### config.mk
export PLATFORM = sky130hd
export DESIGN_NAME = record_key_hash_partitioner
export DESIGN_NICKNAME = d
export VERILOG_FILES = /design/src/rkhp_pkg.sv /design/src/rkhp_front.sv /design/src/rkhp_fifo.sv /design/src/rkhp_back.sv /design/src/record_key_hash_partitioner.sv
export SDC_FILE = /design/constraint.sdc
export NUM_CORES = 1
export LEC_CHECK = 0
export ABC_AREA = 0
export BUFFER_PORTS_ARGS = -buffer_cell sky130_fd_sc_hd__buf_2
export CAP_MARGIN = 30
export CORE_MARGIN = 2
export CORE_UTILIZATION = 47
export CTS_BUF_LIST = sky130_fd_sc_hd__clkbuf_4 sky130_fd_sc_hd__clkbuf_8
export CTS_CLUSTER_SIZE = 28
export DETAILED_ROUTE_END_ITERATION = 10
export PLACE_DENSITY = 0.63
export SYNTH_ARGS = -nofsm -noshare
export SYNTH_HDL_FRONTEND = slang
export SYNTH_SLANG_ARGS = --single-unit
### constraint.sdc
create_clock -name clk -period 5.2 [get_ports clk]
set_input_delay 0.26 -clock clk [delete_from_list [all_inputs] [get_ports clk]]
set_output_delay 0.26 -clock clk [all_outputs]
set_load 0.1 [all_outputs]
### src/rkhp_pkg.sv
`timescale 1ns / 1ps

package rkhp_pkg;

	localparam int HASH_W = 64;
	localparam int CNT_W  = 13;
	localparam int IDX_W  = 12;
	localparam int BIT_W  = 6;

	localparam logic [HASH_W-1:0] FNV_BASIS = 64'hCBF29CE484222325;

	localparam logic [7:0] BYTE_NL  = 8'd10;
	localparam logic [7:0] BYTE_TAB = 8'd9;

	// tabs before the fifth field, and the saturation point of the counter
	localparam logic [2:0] KEY_TABS = 3'd4;
	localparam logic [2:0] TABS_SAT = 3'd5;

	localparam logic [CNT_W-1:0] PART_CNT_RESET = 13'd256;

	typedef enum logic [1:0] {
		ST_OK    = 2'd0,
		ST_SHORT = 2'd1,
		ST_FIFTH = 2'd2
	} line_status_t;

	typedef struct packed {
		logic [HASH_W-1:0] hash;
		line_status_t      status;
	} line_rec_t;

	typedef enum logic [1:0] {
		BK_IDLE,
		BK_DIV,
		BK_HOLD
	} back_state_t;

	// one fnv-1a round; prime is 2^40 + 0x1b3, built from shifts and adds
	function automatic logic [HASH_W-1:0] fnv_step(input logic [HASH_W-1:0] h,
		input logic [7:0] b);
		logic [HASH_W-1:0] x;
		x = h ^ {{(HASH_W-8){1'b0}}, b};
		return (x << 40) + (x << 8) + (x << 7) + (x << 5) + (x << 4) + (x << 1) + x;
	endfunction

endpackage

### src/rkhp_front.sv
`timescale 1ns / 1ps

module rkhp_front (
	input  logic                clk,
	input  logic                arst_n,
	input  logic                in_valid,
	input  logic [7:0]          in_byte,
	output logic                in_ready,
	input  logic                q_full,
	output logic                q_push,
	output rkhp_pkg::line_rec_t q_rec
);

	logic [rkhp_pkg::HASH_W-1:0] hash_q;
	logic [rkhp_pkg::HASH_W-1:0] hash_nxt;
	logic [2:0]                  tabs_q;
	logic                        has_bytes_q;
	logic                        fifth_q;
	logic                        in_fire;
	logic                        is_nl;
	logic                        is_tab;
	rkhp_pkg::line_status_t      status;

	assign in_ready = !q_full;
	assign in_fire  = in_valid && in_ready;
	assign is_nl    = (in_byte == rkhp_pkg::BYTE_NL);
	assign is_tab   = (in_byte == rkhp_pkg::BYTE_TAB);
	assign hash_nxt = rkhp_pkg::fnv_step(hash_q, in_byte);

	always_comb begin
		if (tabs_q < rkhp_pkg::KEY_TABS) begin
			status = rkhp_pkg::ST_SHORT;
		end else if (tabs_q == rkhp_pkg::KEY_TABS || !fifth_q) begin
			status = rkhp_pkg::ST_FIFTH;
		end else begin
			status = rkhp_pkg::ST_OK;
		end
	end

	assign q_push       = in_fire && is_nl && has_bytes_q;
	assign q_rec.hash   = hash_q;
	assign q_rec.status = status;

	always_ff @(posedge clk or negedge arst_n) begin
		if (!arst_n) begin
			hash_q      <= rkhp_pkg::FNV_BASIS;
			tabs_q      <= '0;
			has_bytes_q <= 1'b0;
			fifth_q     <= 1'b0;
		end else if (in_fire) begin
			if (is_nl) begin
				hash_q      <= rkhp_pkg::FNV_BASIS;
				tabs_q      <= '0;
				has_bytes_q <= 1'b0;
				fifth_q     <= 1'b0;
			end else begin
				has_bytes_q <= 1'b1;
				if (is_tab) begin
					// only the first three tabs belong to the key
					if (tabs_q < rkhp_pkg::KEY_TABS - 3'd1) begin
						hash_q <= hash_nxt;
					end
					if (tabs_q < rkhp_pkg::TABS_SAT) begin
						tabs_q <= tabs_q + 3'd1;
					end
				end else begin
					if (tabs_q < rkhp_pkg::KEY_TABS) begin
						hash_q <= hash_nxt;
					end else if (tabs_q == rkhp_pkg::KEY_TABS) begin
						fifth_q <= 1'b1;
					end
				end
			end
		end
	end

endmodule

### src/rkhp_fifo.sv
`timescale 1ns / 1ps

module rkhp_fifo (
	input  logic                clk,
	input  logic                arst_n,
	input  logic                push,
	input  rkhp_pkg::line_rec_t push_rec,
	output logic                full,
	input  logic                pop,
	output rkhp_pkg::line_rec_t pop_rec,
	output logic                not_empty
);

	localparam int DEPTH = 4;
	localparam int PTR_W = $clog2(DEPTH);

	rkhp_pkg::line_rec_t mem_q [DEPTH];
	logic [PTR_W-1:0]    wr_ptr_q;
	logic [PTR_W-1:0]    rd_ptr_q;
	logic [PTR_W:0]      fill_q;

	assign full      = (fill_q == (PTR_W+1)'(DEPTH));
	assign not_empty = (fill_q != '0);
	assign pop_rec   = mem_q[rd_ptr_q];

	always_ff @(posedge clk) begin
		if (push) begin
			mem_q[wr_ptr_q] <= push_rec;
		end
	end

	always_ff @(posedge clk or negedge arst_n) begin
		if (!arst_n) begin
			wr_ptr_q <= '0;
			rd_ptr_q <= '0;
			fill_q   <= '0;
		end else begin
			if (push) begin
				wr_ptr_q <= wr_ptr_q + 1'b1;
			end
			if (pop) begin
				rd_ptr_q <= rd_ptr_q + 1'b1;
			end
			if (push && !pop) begin
				fill_q <= fill_q + 1'b1;
			end else if (pop && !push) begin
				fill_q <= fill_q - 1'b1;
			end
		end
	end

endmodule

### src/rkhp_back.sv
`timescale 1ns / 1ps

module rkhp_back #(
	parameter int DIV_W = 13
) (
	input  logic                                clk,
	input  logic                                arst_n,
	input  logic                                q_valid,
	input  rkhp_pkg::line_rec_t                 q_rec,
	output logic                                q_pop,
	input  logic [DIV_W-1:0]                    divisor,
	output logic                                out_valid,
	input  logic                                out_ready,
	output logic [rkhp_pkg::IDX_W-1:0]          out_index,
	output rkhp_pkg::line_status_t              out_status
);

	localparam int EXT_W = (DIV_W > rkhp_pkg::IDX_W) ? DIV_W : rkhp_pkg::IDX_W;
	localparam logic [rkhp_pkg::BIT_W-1:0] LAST_BIT = rkhp_pkg::BIT_W'(rkhp_pkg::HASH_W - 1);

	rkhp_pkg::back_state_t       state_q;
	rkhp_pkg::back_state_t       state_nxt;
	logic [rkhp_pkg::HASH_W-1:0] dvd_q;
	logic [DIV_W-1:0]            rem_q;
	logic [DIV_W-1:0]            div_q;
	logic [DIV_W-1:0]            rem_nxt;
	logic [DIV_W:0]              trial;
	logic [rkhp_pkg::BIT_W-1:0]  bit_q;
	rkhp_pkg::line_status_t      stat_q;
	logic [EXT_W-1:0]            rem_ext;
	logic                        load_out;
	logic                        out_valid_q;
	logic [rkhp_pkg::IDX_W-1:0]  idx_q;
	rkhp_pkg::line_status_t      out_stat_q;

	// one restoring step per cycle, msb of the hash first
	assign trial   = {rem_q, dvd_q[rkhp_pkg::HASH_W-1]};
	assign rem_nxt = (trial >= {1'b0, div_q}) ? DIV_W'(trial - {1'b0, div_q})
		: trial[DIV_W-1:0];
	assign rem_ext = EXT_W'(rem_q);

	always_comb begin
		state_nxt = state_q;
		case (state_q)
			rkhp_pkg::BK_IDLE: begin
				if (q_valid) begin
					state_nxt = (q_rec.status == rkhp_pkg::ST_OK) ? rkhp_pkg::BK_DIV
						: rkhp_pkg::BK_HOLD;
				end
			end
			rkhp_pkg::BK_DIV: begin
				if (bit_q == LAST_BIT) begin
					state_nxt = rkhp_pkg::BK_HOLD;
				end
			end
			rkhp_pkg::BK_HOLD: begin
				if (!out_valid_q || out_ready) begin
					state_nxt = rkhp_pkg::BK_IDLE;
				end
			end
			default: state_nxt = rkhp_pkg::BK_IDLE;
		endcase
	end

	always_comb begin
		q_pop    = 1'b0;
		load_out = 1'b0;
		case (state_q)
			rkhp_pkg::BK_IDLE: q_pop    = q_valid;
			rkhp_pkg::BK_HOLD: load_out = !out_valid_q || out_ready;
			default: begin
				q_pop    = 1'b0;
				load_out = 1'b0;
			end
		endcase
	end

	always_ff @(posedge clk or negedge arst_n) begin
		if (!arst_n) begin
			state_q     <= rkhp_pkg::BK_IDLE;
			out_valid_q <= 1'b0;
		end else begin
			state_q <= state_nxt;
			if (load_out) begin
				out_valid_q <= 1'b1;
			end else if (out_ready) begin
				out_valid_q <= 1'b0;
			end
		end
	end

	always_ff @(posedge clk) begin
		if (q_pop) begin
			dvd_q  <= q_rec.hash;
			rem_q  <= '0;
			bit_q  <= '0;
			div_q  <= divisor;
			stat_q <= q_rec.status;
		end else if (state_q == rkhp_pkg::BK_DIV) begin
			dvd_q <= dvd_q << 1;
			rem_q <= rem_nxt;
			bit_q <= bit_q + 1'b1;
		end
		if (load_out) begin
			idx_q      <= rem_ext[rkhp_pkg::IDX_W-1:0];
			out_stat_q <= stat_q;
		end
	end

	assign out_valid  = out_valid_q;
	assign out_index  = idx_q;
	assign out_status = out_stat_q;

endmodule

### src/record_key_hash_partitioner.sv
`timescale 1ns / 1ps
// channel  | signals                       | payload
// ---------+-------------------------------+-----------------------------------------
// s_       | s_tvalid s_tready s_tdata[7:0] | text_byte
// m_       | m_tvalid m_tready m_tdata[15:0]| [11:0] partition_index, [13:12] line_status
// cfg_     | cfg_valid cfg_ready cfg_data   | partition_count (13 bits)
//
// bytes are taken one per cycle while the line queue (four lines) has room
// an ok line passes the bit-serial remainder unit (one hash bit a cycle) between pop
// and output load; a failed line goes from pop straight to output load
// arst_n clears the line state, queue, remainder unit and output; count resets to 256
// a stalled m_ side backs up the queue, then s_tready drops

module record_key_hash_partitioner #(
	parameter int MAX_PARTITIONS = 4096
) (
	input  logic        clk,
	input  logic        arst_n,
	input  logic        s_tvalid,
	output logic        s_tready,
	input  logic [7:0]  s_tdata,   // [7:0] text_byte
	output logic        m_tvalid,
	input  logic        m_tready,
	output logic [15:0] m_tdata,   // [11:0] partition_index, [13:12] line_status, [15:14] zero
	input  logic        cfg_valid,
	output logic        cfg_ready,
	input  logic [12:0] cfg_data
);

	localparam int DIV_W = $clog2(MAX_PARTITIONS + 1);
	localparam int EW    = (DIV_W > rkhp_pkg::CNT_W) ? DIV_W : rkhp_pkg::CNT_W;

	logic [rkhp_pkg::CNT_W-1:0]  part_cnt_q;
	logic [EW-1:0]               cnt_ext;
	logic [EW-1:0]               div_ext;
	logic [DIV_W-1:0]            divisor;
	logic                        q_push;
	logic                        q_full;
	logic                        q_pop;
	logic                        q_valid;
	rkhp_pkg::line_rec_t         push_rec;
	rkhp_pkg::line_rec_t         pop_rec;
	logic [rkhp_pkg::IDX_W-1:0]  out_index;
	rkhp_pkg::line_status_t      out_status;

	// register write request, always taken
	assign cfg_ready = 1'b1;

	always_ff @(posedge clk or negedge arst_n) begin
		if (!arst_n) begin
			part_cnt_q <= rkhp_pkg::PART_CNT_RESET;
		end else if (cfg_valid && cfg_ready) begin
			part_cnt_q <= cfg_data;
		end
	end

	// zero count acts as one, anything above the maximum is clamped
	assign cnt_ext = EW'(part_cnt_q);
	always_comb begin
		if (cnt_ext == '0) begin
			div_ext = EW'(1);
		end else if (cnt_ext > EW'(MAX_PARTITIONS)) begin
			div_ext = EW'(MAX_PARTITIONS);
		end else begin
			div_ext = cnt_ext;
		end
	end
	assign divisor = div_ext[DIV_W-1:0];

	// front: hashes key bytes and classifies each line
	rkhp_front u_front (
		.clk      (clk),
		.arst_n   (arst_n),
		.in_valid (s_tvalid),
		.in_byte  (s_tdata),
		.in_ready (s_tready),
		.q_full   (q_full),
		.q_push   (q_push),
		.q_rec    (push_rec)
	);

	// finished lines wait here for the remainder unit
	rkhp_fifo u_fifo (
		.clk       (clk),
		.arst_n    (arst_n),
		.push      (q_push),
		.push_rec  (push_rec),
		.full      (q_full),
		.pop       (q_pop),
		.pop_rec   (pop_rec),
		.not_empty (q_valid)
	);

	// back: hash modulo partition count, output register
	rkhp_back #(
		.DIV_W (DIV_W)
	) u_back (
		.clk        (clk),
		.arst_n     (arst_n),
		.q_valid    (q_valid),
		.q_rec      (pop_rec),
		.q_pop      (q_pop),
		.divisor    (divisor),
		.out_valid  (m_tvalid),
		.out_ready  (m_tready),
		.out_index  (out_index),
		.out_status (out_status)
	);

	assign m_tdata = {2'b00, out_status, out_index};

`ifndef NO_ASSERTIONS
	a_status_code: assert property (@(posedge clk) disable iff (!arst_n)
		m_tvalid |-> (m_tdata[13:12] == rkhp_pkg::ST_OK || m_tdata[13:12] == rkhp_pkg::ST_SHORT
		|| m_tdata[13:12] == rkhp_pkg::ST_FIFTH))
		else $error("bad line status on output");

	a_fail_zero: assert property (@(posedge clk) disable iff (!arst_n)
		(m_tvalid && m_tdata[13:12] != rkhp_pkg::ST_OK) |-> (m_tdata[11:0] == '0))
		else $error("failed line carries nonzero index");

	a_idx_range: assert property (@(posedge clk) disable iff (!arst_n)
		(m_tvalid && m_tdata[13:12] == rkhp_pkg::ST_OK) |-> (EW'(m_tdata[11:0]) < div_ext))
		else $error("partition index not below divisor");
`endif

endmodule

; After elaboration in Yosys (flattened, before gate mapping)
; Memory sizes are Yosys's and may differ from the RTL's.
; Cells that the tools add are included.
[totals]
register_bits = 204
ram_bits = 264
inputBits = 26
out_inout_bits = 19
elab_cells = 110
mem_count = 1
[mem_list]
columns = name, words, width, read_ports, rd_ports_with_merged_regs, wr, line
row1 = u_fifo.mem_q, 4, 66, 1, 0, 1, rkhp_fifo.sv:17  ; rkhp_pkg::line_rec_t mem_q [DEPTH];
[op_classes]
n_addsub = 13
n_lt_le_gt_ge = 5
eq_ne = 13
muxes = 31
bitwise = 1
n_reduce_logical = 28
[op_table]
columns = op, count
row1 = $add A64 B64 Y64, 6
row2 = $mux W64, 6
row3 = $xor A64 B8 Y64, 1
row4 = $mux W13, 2
row5 = $eq A8 B4 Y1 const B, 2
row6 = $mux W3, 5
row7 = $ge A14 B13 Y1, 1
row8 = $gt A13 B13 Y1 const B, 1
row9 = $logic_not A13 Y1, 1
row10 = $sub A13 B13 Y13, 1
row11 = $mux W2, 6
row12 = $reduce_bool A2 Y1, 6
row13 = $mux W1, 11
row14 = $ne A2 B1 Y1 const B, 5
row15 = $reduce_and A3 Y1, 3
row16 = $add A3 B1 Y3 const B, 2
row17 = $add A6 B1 Y6 const B, 1
row18 = $eq A3 B3 Y1 const B, 2
row19 = $eq A6 B6 Y1 const B, 1
row20 = $lt A3 B3 Y1 const B, 2
row21 = $pmux W2 S3, 1
row22 = $reduce_bool A3 Y1, 2
row23 = $logic_and A1 B1 Y1, 5
row24 = $logic_not A1 Y1, 5
row25 = other kinds (10), 13

; Depth between registers and ports, before layout
[logic_depth]
word_depth = 10
ltp_mapped = 21
ltp_nobuf = 20

; By module
; Synthesis repeated with hierarchy kept, for this count alone.
[hier_totals]
cells_unflattened = 2196
area_unflattened_um2 = 28886.5
[modules_own_cells]
columns = module, instances, cells_each, area_each_um2, seq_area_each_um2
row1 = rkhp_front, 1, 1420, 13175.1, 1761.7
row2 = rkhp_fifo, 1, 379, 9938.3, 8102.8
row3 = rkhp_back, 1, 346, 5121.2, 3248.1
row4 = record_key_hash_partitioner, 1, 51, 651.9, 326.6

; Least setup slack after synthesis
; OpenSTA, ideal clock, no wires.
[synth_timing]
path_kind = flip-flop to flip-flop
from = register u_front.hash_q[5] (netlist name)
to = register u_front.hash_q[59] (netlist name)
setup_ps = 80
arrival_time_ps = 5369
t_required_ps = 5120
path_slack_ps = -250
path_stages_with_launch = 20
path_buffers = 1
synth_period_minus_slack_ps = 5450
cell_sequence = dfstp_2 > xor2_1 > fa_1 > fa_1 > inv_1 > fa_1 > inv_1 > ha_1 > ha_1 > buf_6 > a211o_1 > a31o_1 > a21oi_4 > o311ai_2 > nand3_2 > nand4_2 > a211oi_2 > nor2_2 > a2111o_1 > o221a_2
[synth_between]
elab_chain_cells = 10
elab_cells_between_ends = 11
classes_between = add/sub (6) / mux (4) / bitwise (1)
[synth_lines]
columns = item, line
row1 = start: declaration, rkhp_front.sv:14  ; logic [rkhp_pkg::HASH_W-1:0] hash_q;
row2 = start signal: assignment, rkhp_front.sv:46  ; hash_q <= rkhp_pkg::FNV_BASIS;
row3 = start signal: assignment, rkhp_front.sv:52  ; hash_q <= rkhp_pkg::FNV_BASIS;
row4 = start signal: assignment, rkhp_front.sv:61  ; hash_q <= hash_nxt;
row5 = $xor A64 B8 Y64 *, rkhp_pkg.sv:42  ; x = h ^ {{(HASH_W-8){1'b0}}, b};
row6 = $add A64 B64 Y64 (5 in a row), rkhp_pkg.sv:43  ; return (x << 40) + (x << 8) + (x << 7) + (x << 5) + (x << 4) + (x << 1) + x;
row7 = $add A64 B64 Y64 *, rkhp_pkg.sv:43
row8 = "$mux W64, on equally long branches", "rkhp_front.sv:67, rkhp_front.sv:60"
row9 = $mux W64 *, rkhp_front.sv:58  ; if (is_tab) begin
row10 = $mux W64 *, rkhp_front.sv:51  ; if (is_nl) begin
; Mark *: on every way between the ends. The rest lies on a longest branch, timed or not. The select of a mux whose other input is x is not followed.
; A chain may end at the register's enable or synchronous reset.

; Worst setup path after layout
[layout_timing]
from = register u_front.hash_q[17] (netlist name)
to = register u_front.hash_q[61] (netlist name)
; The elaborated chain is that of the path after synthesis.

==> flow_summary.toml <==
[grt]
grt_use_met1_pct = 31.6
grt_pass1_vias = 20400
grt_max_degree = 72
use_met2_pct = 38.1
met3_usage_pct = 3.67
grt_overflow = 0
antenna_found_initial = 1
grt_pass1_wl_mm = 113
top_usage_layer = "met2"
grt_usage_pct = 23.2

[finish]
fin_area_um2 = 35900
area_growth_pct = 24.6
num-nets-final = 3138
drive_gt1_share_pct = 30.9
fillers = 4762

[route]
drtPass1Iterations = 6
ant_nets = 0
drtIter0Drc = 1167
dr_total_vias = 19100
routedWlPerCell_um = 20.0
drt-vias-per-instance = 5.31
drc = 0
finalWirelength_mm = 71.7

[worst_setup_path]
cp_slowest_cell = "dfstp_2"
critPathTopFamily = "adder cells"
cp-end-kind = "flop"
r2r_setup_slack_ps = -50
max_stage_delay_ps = 570
worstSetupPathType = "reg -> reg"
path_cells = "clkinvlp_4, buf_12, buf_6, fa_1, inv_2, fa_1, inv_1, fa_1, inv_2, ha_4, ha_4, buf_4, nand4_1, o211ai_1, a221oi_2, o21a_2, o31a_1, o31ai_4, a31oi_1, xor2_1, o21ai_1"
critPathArrivalTime_ps = 5760
cp_num_buf_inv = 7
required_ps = 5720
worstSetupStartpointType = "flop"
cp_max_fo = 5
cp_common_cell = "fa_1"

[die]
ios = 45
die_h_um = 251
die_w_um = 251
dieArea_um2 = 63200
row_count = 90
start_util_pct = 47.6
fp.coreArea_um2 = 60500

[min_path]
hold_class = "in -> reg"

[logic_synthesis]
synth_edf_count = 357
ys_seq_area_share_pct = 46.7
synth-async-reset-ratio_pct = 19.7
yosysTopAreaCellShare_pct = 37.3
yosysTopAreaCell = "edfxtp_1"
synth_area_leaders = "edfxtp_1 (37%), fa_1 (17%), ha_1 (5.5%), dfrtp_1 (5.5%), inv_1 (5.5%)"
yosysUniqueCellTypes = 80
syn_area_per_cell_um2 = 12.3
yosys_most_used_dff = "edfxtp_1"
ys_seq_elements = 468
synth_area_um2 = 28800
ys_warn_count = 0
syn_inst = 2341

[clock_network]
h-tree-depth = 3
cts_buffer_depth = 3
clock-sinks = 468
cts_tree = "built"
cts_buffers = 80
clock_latency_ps = 670
clk_transition_reported_paths_ps = 60
cts_root_buffer = "clkbuf_8"

[status]
violations = "negative setup slack"
status = "finished, violations left"

[timing]
relSlewSlack_pct = 30.1
skew_ps = 46.5
hold_viol_final = 0
fin_crit_sh_pct = 101
setup_viol = 2
slew_viol_final = 0
fin_ws_ps = -45.1
worstMarginPinSlew_ps = 1040
max_freq_ghz = 0.191
grt_setup_unrepaired = "true"
period_needed_ps = 5250

[placement]
hpwl_mm = 50.2
postPlaceCellArea_um2 = 31800
numPortBuffers = 41
gp_congestion = 0.945

[run]
drv_cap = 0
## repair_timing
action	CTS	global route
setup buffers	23	52
gates resized for setup	115	165
endpoints found under the setup margin	23	30
hold endpoints to repair	56	0
hold buffers	15	0
pin swaps	48	135
## metrics by stage
stage / TNS (ps) / instances / util [%] / hold slack (ps) / setup slack, ps
2_1_floorplan: 0 / 2342 / - / -35.6 / 23.9
3_3_place_gp: -3680 / 3350 / 52.5 / 402 / -601
3_5_place_dp: -4890 / 3353 / 52.6 / 407 / -704
4_1_cts: 0 / 3539 / 57.3 / 9.70 / 2.16
5_1_grt: -1300 / 3592 / 59.3 / 66.2 / -182
6_report: -89.2 / 3592 / 59.3 / 73.0 / -45.1
## worst reg2reg max path: stages, from the launching register on
cell and delay (ps):
dfstp_2 570, clkinvlp_4 130, buf_12 150, buf_6 110, fa_1 510, inv_2 40, fa_1 470, inv_1 50
fa_1 520, inv_2 50, ha_4 210, ha_4 280, buf_4 110, nand4_1 170, o211ai_1 280, a221oi_2 100
o21a_2 180, o31a_1 390, o31ai_4 390, a31oi_1 160, xor2_1 180, o21ai_1 70
## registers in the layout (all words and copies together), names as in the netlist, 3 cells and up
| register | flops |
|---|---|
| u_back.bit_q | 6 |
| u_fifo.mem_q | 264 |
| u_back.dvd_q | 64 |
| u_front.hash_q | 64 |
| u_back.div_q | 13 |
| u_back.out_index | 12 |
| u_fifo.fill_q | 3 |
| u_back.rem_ext | 13 |
| cnt_ext | 13 |
| u_front.tabs_q | 3 |
## final cells by class
cell class                 count  area, µm²  area share (%)
sequential                   468      13400            37.5
inverter                     419       1610            4.50
clock buffer                 115       1430            4.00
clock inverter                33        384            1.07
multi-input combinational   1374      14800            41.4
tap                          782        978            2.73
antenna                        1       2.50         0.00698
timing repair buffer         400       3170            8.83
## synthesized netlist by cell type, types with 21 or more instances
master	instances
inv_1	418
edfxtp_1	357
nand2_1	271
fa_1	242
ha_1	127
a21oi_1	76
nor2_1	70
mux4_2	66
xnor2_1	65
dfrtp_1	63
clkbuf_1	58
o21ai_0	48
xor2_1	42
a21o_1	36
dfstp_2	29
nand4_1	26
o22ai_1	24
nand3_1	23
a22oi_1	21
## path summary, 6_finish.rpt
path	start	end	depth (start not counted)
setup / recovery	u_front.hash_q[17]	u_front.hash_q[61]	21
setup reg to reg	u_front.hash_q[17]	u_front.hash_q[61]	21
max in group asynchronous	arst_n	u_front.hash_q[35]	3
hold / removal	cfg_valid	cnt_ext[11]	2
min in group asynchronous	arst_n	u_back.out_valid	2
hold reg to reg	u_back.stat_q[0]	u_back.out_status[0]	0
## layout by cell type, fill, tap and decap left out, drive strengths merged, types with 21 or more instances in the layout
master and count:
clkinv 22, buf 385, nand3 24, a21o 36, o21ai 59, xor2 42, clkbuf 115, nand4 27
dfstp 29, a21oi 78, a22oi 21, o22ai 24, mux4 66, edfxtp 357, dfrtp 63, nand2 271
inv 412, nor2 71, fa 242, ha 127, xnor2 65
## per-layer routing
metal	share of wire [%]	vias up
met3	5.2	125
met2	48	476
met5	0	-
met1	43	9748
li1	-	8741
met4	3.2	0
## cell families after synthesis
family,count (synthesis),synth area share (%)
buffers and inverters,500,6.62
and+or+nand+nor,483,7.45
DFF,468,46.7
adders and majority gates,373,22.5
AOI/OAI and AO/OA,316,7.29
xor gates and xnor gates,107,3.26
muxes,92,6.13
other,2,0.0261
Power is not shown: default switching activity piles up to over one toggle a cycle in this logic, so the estimate is an artifact.
